`src/psvb_pkg.sv`:
```
// ----------------------------------------------------------------------------
// psvb_pkg: shared types, constants and microcode for the string voice bank
// Holds field widths, the noise generator functions, the control word format
// and the read-only program that the sequencer steps through.
// ----------------------------------------------------------------------------
package psvb_pkg;

  // Parameter defaults.
  localparam int VOICES_DEF      = 8;
  localparam int LOOP_DEPTH_DEF  = 1024;
  localparam int NOISE_DEPTH_DEF = 256;

  // Fixed field widths.
  localparam int SAMPLE_W = 16;
  localparam int PLEN_W   = 11;
  localparam int MIX_W    = 20;
  localparam int GAIN_W   = 16;

  localparam logic [GAIN_W-1:0] GAIN_RESET = 16'd64881;

  // Noise generator: 16-bit Galois LFSR.
  localparam logic [15:0] LFSR_SEED = 16'hACE1;
  localparam logic [15:0] LFSR_MASK = 16'hB400;

  // Program steps.
  typedef enum logic [3:0] {
    ST_IDLE,
    ST_DISPATCH,
    ST_V_READ_P,
    ST_V_READ_N,
    ST_V_MUL,
    ST_V_WRITE,
    ST_V_SKIP,
    ST_EMIT,
    ST_P_START,
    ST_P_FILL,
    ST_P_DONE
  } step_t;

  // Branch conditions.
  typedef enum logic [2:0] {
    COND_ALWAYS,
    COND_NO_ITEM,
    COND_MODE_PLUCK,
    COND_LEN_ZERO,
    COND_MORE_VOICES,
    COND_OUT_BUSY,
    COND_PLEN_ZERO,
    COND_FILL_MORE
  } cond_t;

  // Datapath operations, one bit each.
  typedef struct packed {
    logic take;        // offer to accept an item
    logic rd_n;        // read the next slot instead of the current one
    logic cap_a;       // capture the current slot sample
    logic mul;         // feedback product of the slot pair
    logic wr_fb;       // write feedback, accumulate, advance the position
    logic voice_next;  // step to the next voice
    logic emit;        // load the output register
    logic pluck_init;  // start a refill
    logic fill_wr;     // write one noise sample
    logic pluck_done;  // commit loop length and position
  } ops_t;

  // Status returned from the datapath for branching.
  typedef struct packed {
    logic no_item;
    logic mode_pluck;
    logic len_zero;
    logic more_voices;
    logic out_busy;
    logic plen_zero;
    logic fill_more;
  } status_t;

  typedef struct packed {
    ops_t  ops;
    cond_t cond;
    step_t target_t;
    step_t target_f;
  } ucode_t;

  function automatic logic [15:0] lfsr_step(input logic [15:0] l);
    logic [15:0] s;
    s = {1'b0, l[15:1]};
    if (l[0]) begin
      s = s ^ LFSR_MASK;
    end
    return s;
  endfunction

  // Halve the LFSR word read as signed.
  function automatic logic signed [SAMPLE_W-1:0] noise_sample(input logic [15:0] l);
    return {l[15], l[15:1]};
  endfunction

  // The control program.
  function automatic ucode_t ucode_rom(input step_t s);
    ucode_t w;
    w.ops      = '0;
    w.cond     = COND_ALWAYS;
    w.target_t = ST_IDLE;
    w.target_f = ST_IDLE;
    case (s)
      ST_IDLE: begin
        w.ops.take = 1'b1;
        w.cond     = COND_NO_ITEM;
        w.target_t = ST_IDLE;
        w.target_f = ST_DISPATCH;
      end
      ST_DISPATCH: begin
        w.cond     = COND_MODE_PLUCK;
        w.target_t = ST_P_START;
        w.target_f = ST_V_READ_P;
      end
      ST_V_READ_P: begin
        w.cond     = COND_LEN_ZERO;
        w.target_t = ST_V_SKIP;
        w.target_f = ST_V_READ_N;
      end
      ST_V_READ_N: begin
        w.ops.rd_n  = 1'b1;
        w.ops.cap_a = 1'b1;
        w.target_t  = ST_V_MUL;
        w.target_f  = ST_V_MUL;
      end
      ST_V_MUL: begin
        w.ops.mul  = 1'b1;
        w.target_t = ST_V_WRITE;
        w.target_f = ST_V_WRITE;
      end
      ST_V_WRITE: begin
        w.ops.wr_fb      = 1'b1;
        w.ops.voice_next = 1'b1;
        w.cond           = COND_MORE_VOICES;
        w.target_t       = ST_V_READ_P;
        w.target_f       = ST_EMIT;
      end
      ST_V_SKIP: begin
        w.ops.voice_next = 1'b1;
        w.cond           = COND_MORE_VOICES;
        w.target_t       = ST_V_READ_P;
        w.target_f       = ST_EMIT;
      end
      ST_EMIT: begin
        w.ops.emit = 1'b1;
        w.cond     = COND_OUT_BUSY;
        w.target_t = ST_EMIT;
        w.target_f = ST_IDLE;
      end
      ST_P_START: begin
        w.ops.pluck_init = 1'b1;
        w.cond           = COND_PLEN_ZERO;
        w.target_t       = ST_P_DONE;
        w.target_f       = ST_P_FILL;
      end
      ST_P_FILL: begin
        w.ops.fill_wr = 1'b1;
        w.cond        = COND_FILL_MORE;
        w.target_t    = ST_P_FILL;
        w.target_f    = ST_P_DONE;
      end
      ST_P_DONE: begin
        w.ops.pluck_done = 1'b1;
        w.target_t       = ST_IDLE;
        w.target_f       = ST_IDLE;
      end
      default: begin
        w.target_t = ST_IDLE;
        w.target_f = ST_IDLE;
      end
    endcase
    return w;
  endfunction

endpackage

```
`src/psvb_seq.sv`:
```
// ----------------------------------------------------------------------------
// psvb_seq: microcode sequencer
// Steps through the control program, one control word per cycle, and picks
// the taken or fall-back target from a datapath status flag.
// ----------------------------------------------------------------------------
module psvb_seq (
  input  logic              clk,
  input  logic              rst,
  input  psvb_pkg::status_t status,
  output psvb_pkg::ops_t    ops
);
  import psvb_pkg::*;

  step_t  step;
  step_t  step_next;
  ucode_t word;
  logic   cond_true;

  always_ff @(posedge clk) begin
    if (rst) begin
      step <= ST_IDLE;
    end else begin
      step <= step_next;
    end
  end

  always_comb begin
    word = ucode_rom(step);
    case (word.cond)
      COND_ALWAYS:      cond_true = 1'b1;
      COND_NO_ITEM:     cond_true = status.no_item;
      COND_MODE_PLUCK:  cond_true = status.mode_pluck;
      COND_LEN_ZERO:    cond_true = status.len_zero;
      COND_MORE_VOICES: cond_true = status.more_voices;
      COND_OUT_BUSY:    cond_true = status.out_busy;
      COND_PLEN_ZERO:   cond_true = status.plen_zero;
      COND_FILL_MORE:   cond_true = status.fill_more;
      default:          cond_true = 1'b0;
    endcase
    step_next = cond_true ? word.target_t : word.target_f;
    ops       = word.ops;
  end

endmodule

```
`config.mk`:
```
export PLATFORM = sky130hd
export DESIGN_NAME = psvb_seq
export DESIGN_NICKNAME = d
export VERILOG_FILES = /design/src/psvb_pkg.sv /design/src/psvb_seq.sv
export SDC_FILE = /design/constraint.sdc
export NUM_CORES = 1
export LEC_CHECK = 0
export BUFFER_PORTS_ARGS = -buffer_cell sky130_fd_sc_hd__buf_4
export CAP_MARGIN = 30
export CELL_PAD_IN_SITES_DETAIL_PLACEMENT = 1
export CELL_PAD_IN_SITES_GLOBAL_PLACEMENT = 2
export CORE_MARGIN = 1.5
export CORE_UTILIZATION = 24
export CTS_CLUSTER_SIZE = 40
export DETAILED_ROUTE_END_ITERATION = 8
export GPL_ROUTABILITY_DRIVEN = 1
export PLACE_DENSITY = 0.86
export SETUP_SLACK_MARGIN = 0.15
export SLEW_MARGIN = 10
export SYNTH_ARGS = -nofsm -noshare
export SYNTH_HDL_FRONTEND = slang
export SYNTH_SLANG_ARGS = --single-unit
```
`constraint.sdc`:
```
create_clock -name clk -period 2.15 [get_ports clk]
set_clock_uncertainty 0.2 [all_clocks]
set_input_delay 0.43 -clock clk [delete_from_list [all_inputs] [get_ports clk]]
set_output_delay 0.43 -clock clk [all_outputs]
set_load 0.01 [all_outputs]
```
==> out/qor.csv <==
stage,metric,value,unit
status,status,finished clean,
floorplanning,Die Wd,48.6,um
clock_tree,post-CTS setup buffer count,0,
worst_setup_path,Crit Path Category,reg -> out,
layout,Top Registers,step x4,
clock_tree,latest clock arrival within the worst-skew pair,0.23,ns
clock_tree,CTS Buf Count,3,
yosys,Synth Cell Area,498,um^2
clock_tree,CTS Hold Bufs,0,
drt,total wire length,1480,um
clock_tree,Longest Clk Path Bufs,2,
pwr,total power,806,uW
yosys,Synth Flop Type,dfxtp_1,
sta,"Hold Vio Cnt, Final",0,
clock_tree,clock root cell,clkbuf_4,
worst_hold_path,Min-Delay Path Depth,2,
worst_setup_path,worst-case reg-to-reg path depth,5,
drt,1st-iter DRT viols,5,
yosys,synth unique cells,37,
placement,input/output buffers,18,
floorplanning,DIE AREA,2360,um^2
sta,Final Cycle Share,86.5,%
drt,vias per std cell,4.98,
grt,initial antenna violation count,0,
run,max-cap viol count,0,
yosys,number of synthesized flops with an enable pin,0,
drt,DRT Pass-1 Iters,4,
yosys,Synth Instances,68,
drt,via count,558,
sta,Worst Tran Pin Value,0.264,ns
yosys,sequential fraction of the synthesis area,16.1,%
pwr,Max VDD drop,0.365,mV
worst_setup_path,worst path arrival time,1.23,ns
floorplanning,Rows,16,
layout,Largest Register,step,
drt,WL per Instance,13.2,um
sta,Max-slew headroom,82.3,%
clock_tree,H-Tree Depth,1,
drt,# DRC,0,
grt,largest net degree at the start of global routing,20,
grt,first-pass GRT wire length,2640,um
yosys,Mapped Nets,77,
grt,GRT Residual Overflow,0,
pwr,Pwr Density,1190,nW/um^2
floorplanning,Starting Density,25.4,%
worst_setup_path,Worst setup EP type,primary output,
floorplanning,core box area,1960,um^2
worst_hold_path,min-delay worst type,in -> reg,
sta,Setup TNS Final,0,ns
sta,min Tclk post-route,1.86,ns
clock_tree,Clock transition at path regs,0.04,ns
worst_setup_path,crit start category,flop,
yosys,Yosys reg bits,4,
sta,Pins Over Slew Limit,0,
drt,Antenna Nets Post-Route,0,
placement,hpwl dp,1120,um
pwr,Leak Pwr,0.283,nW
sta,f_max,537,MHz
sta,Final setup viols,0,
floorplanning,IO Pins,19,
grt,Total GRT Usage,14.3,%
sta,RSZ-0062 raised after global routing,no,
layout,layout cells sized above 1,43.5,%
yosys,Post-Syn Area per Cell,7.32,um^2
layout,nets@finish,96,
worst_setup_path,required time worst endpoint,1.52,ns
yosys,Synth Warn #,0,
grt,vias in the first global route,566,
clock_tree,clk sink count,4,
layout,# diodes,0,
worst_setup_path,worst-path maximum fanout,14,
clock_tree,CTS tree,yes,
layout,Largest register FFs,4,
yosys,asr flop ratio synth,0,%
floorplanning,die height,48.6,um
placement,Final Wtd Congestion,0.836,
layout,Area Overhead vs Synth,36.4,%
[metrics by stage]
stage	setup slack [ns]	cells	hold slack, ns	instance area, um^2	util [%]
2_1_floorplan	0.419	68	0.307	498	-
3_3_place_gp	0.151	109	0.468	642	32.7
3_5_place_dp	0.173	109	0.467	642	32.7
4_1_cts	0.190	112	0.208	669	34.1
5_1_grt	0.174	112	0.212	679	34.6
6_report	0.289	112	0.215	679	34.6
[layer usage]
metal | GRT usage (%) | wire length [um] | share of wire [%] | up-vias
met5 | 0 | 0 | 0 | -
met4 | 4.29 | 0 | 0 | 0
met3 | 3.40 | 58 | 3.9 | 0
met2 | 24.1 | 781 | 53 | 10
met1 | 18.1 | 639 | 43 | 262
li1 | - | - | - | 286
[path summary, 6_finish.rpt]
check             to  startpoint  slack, ns
max           ops[4]     step[0]       0.29
min          step[3]         rst       0.21
max reg2reg  step[0]     step[3]       0.35
min reg2reg  step[3]     step[1]       0.36
[layout make-up]
type	count	area, um^2
repair buffers	21	158
well taps	27	33.8
inverters	2	7.51
flip-flops and latches	4	90.1
fillers	261	1280
clock buffers	3	22.5
multi-input cells	55	368
[power breakdown]
group	switching, mW	total (mW)	internal, mW
sequential	0.101	0.216	0.115
clock	0.0297	0.0920	0.0624
combinational	0.241	0.499	0.257
[synth_stat cells (2+ instances only)]
cell	count	area, um^2
dfxtp_1	4	80.1
o211ai_1	2	15.0
buf_2	2	10.0
buf_6	2	22.5
mux2i_1	3	30.0
o22ai_1	2	12.5
nor3_1	4	20.0
o21ai_0	3	15.0
a21oi_1	3	15.0
nand2_1	4	15.0
nor4_1	3	18.8
nand2b_1	5	31.3
nor2_1	6	22.5
inv_1	2	7.51
[cell usage in the layout (no fill, tap or decap), types with 3 or more instances in the layout]
cell | netlist | layout
nor4_1 | 3 | 3
a21oi_1 | 3 | 3
nand2_1 | 4 | 4
mux2i_1 | 3 | 3
nor2_1 | 6 | 6
clkbuf_4 | 0 | 3
o21ai_0 | 3 | 3
nand2b_1 | 5 | 5
nor3_1 | 4 | 3
buf_4 | 1 | 21
[logic make-up (layout without fill, tap and decap cells)]
family	after synthesis	count (layout)	share of synthesized area [%]
fa+ha+maj	1	1	2.01
flops	4	4	16.1
mux	3	3	6.03
buf+inv	9	26	11.1
compound gates	17	17	25.1
simple gates	34	34	39.7
[worst max-delay path, stage by stage (launching register included)]
cell and delay [ns]:
dfxtp_4 0.39, buf_4 0.17, nand2b_1 0.16, a21oi_1 0.15, buf_4 0.13
[repair_timing]
item | 4_1_cts | 5_1_grt
setup endpoints to repair | 9 | 5
resized for setup | 4 | 3
pin swaps | 0 | 0
Power figures use the tool's default switching activity.
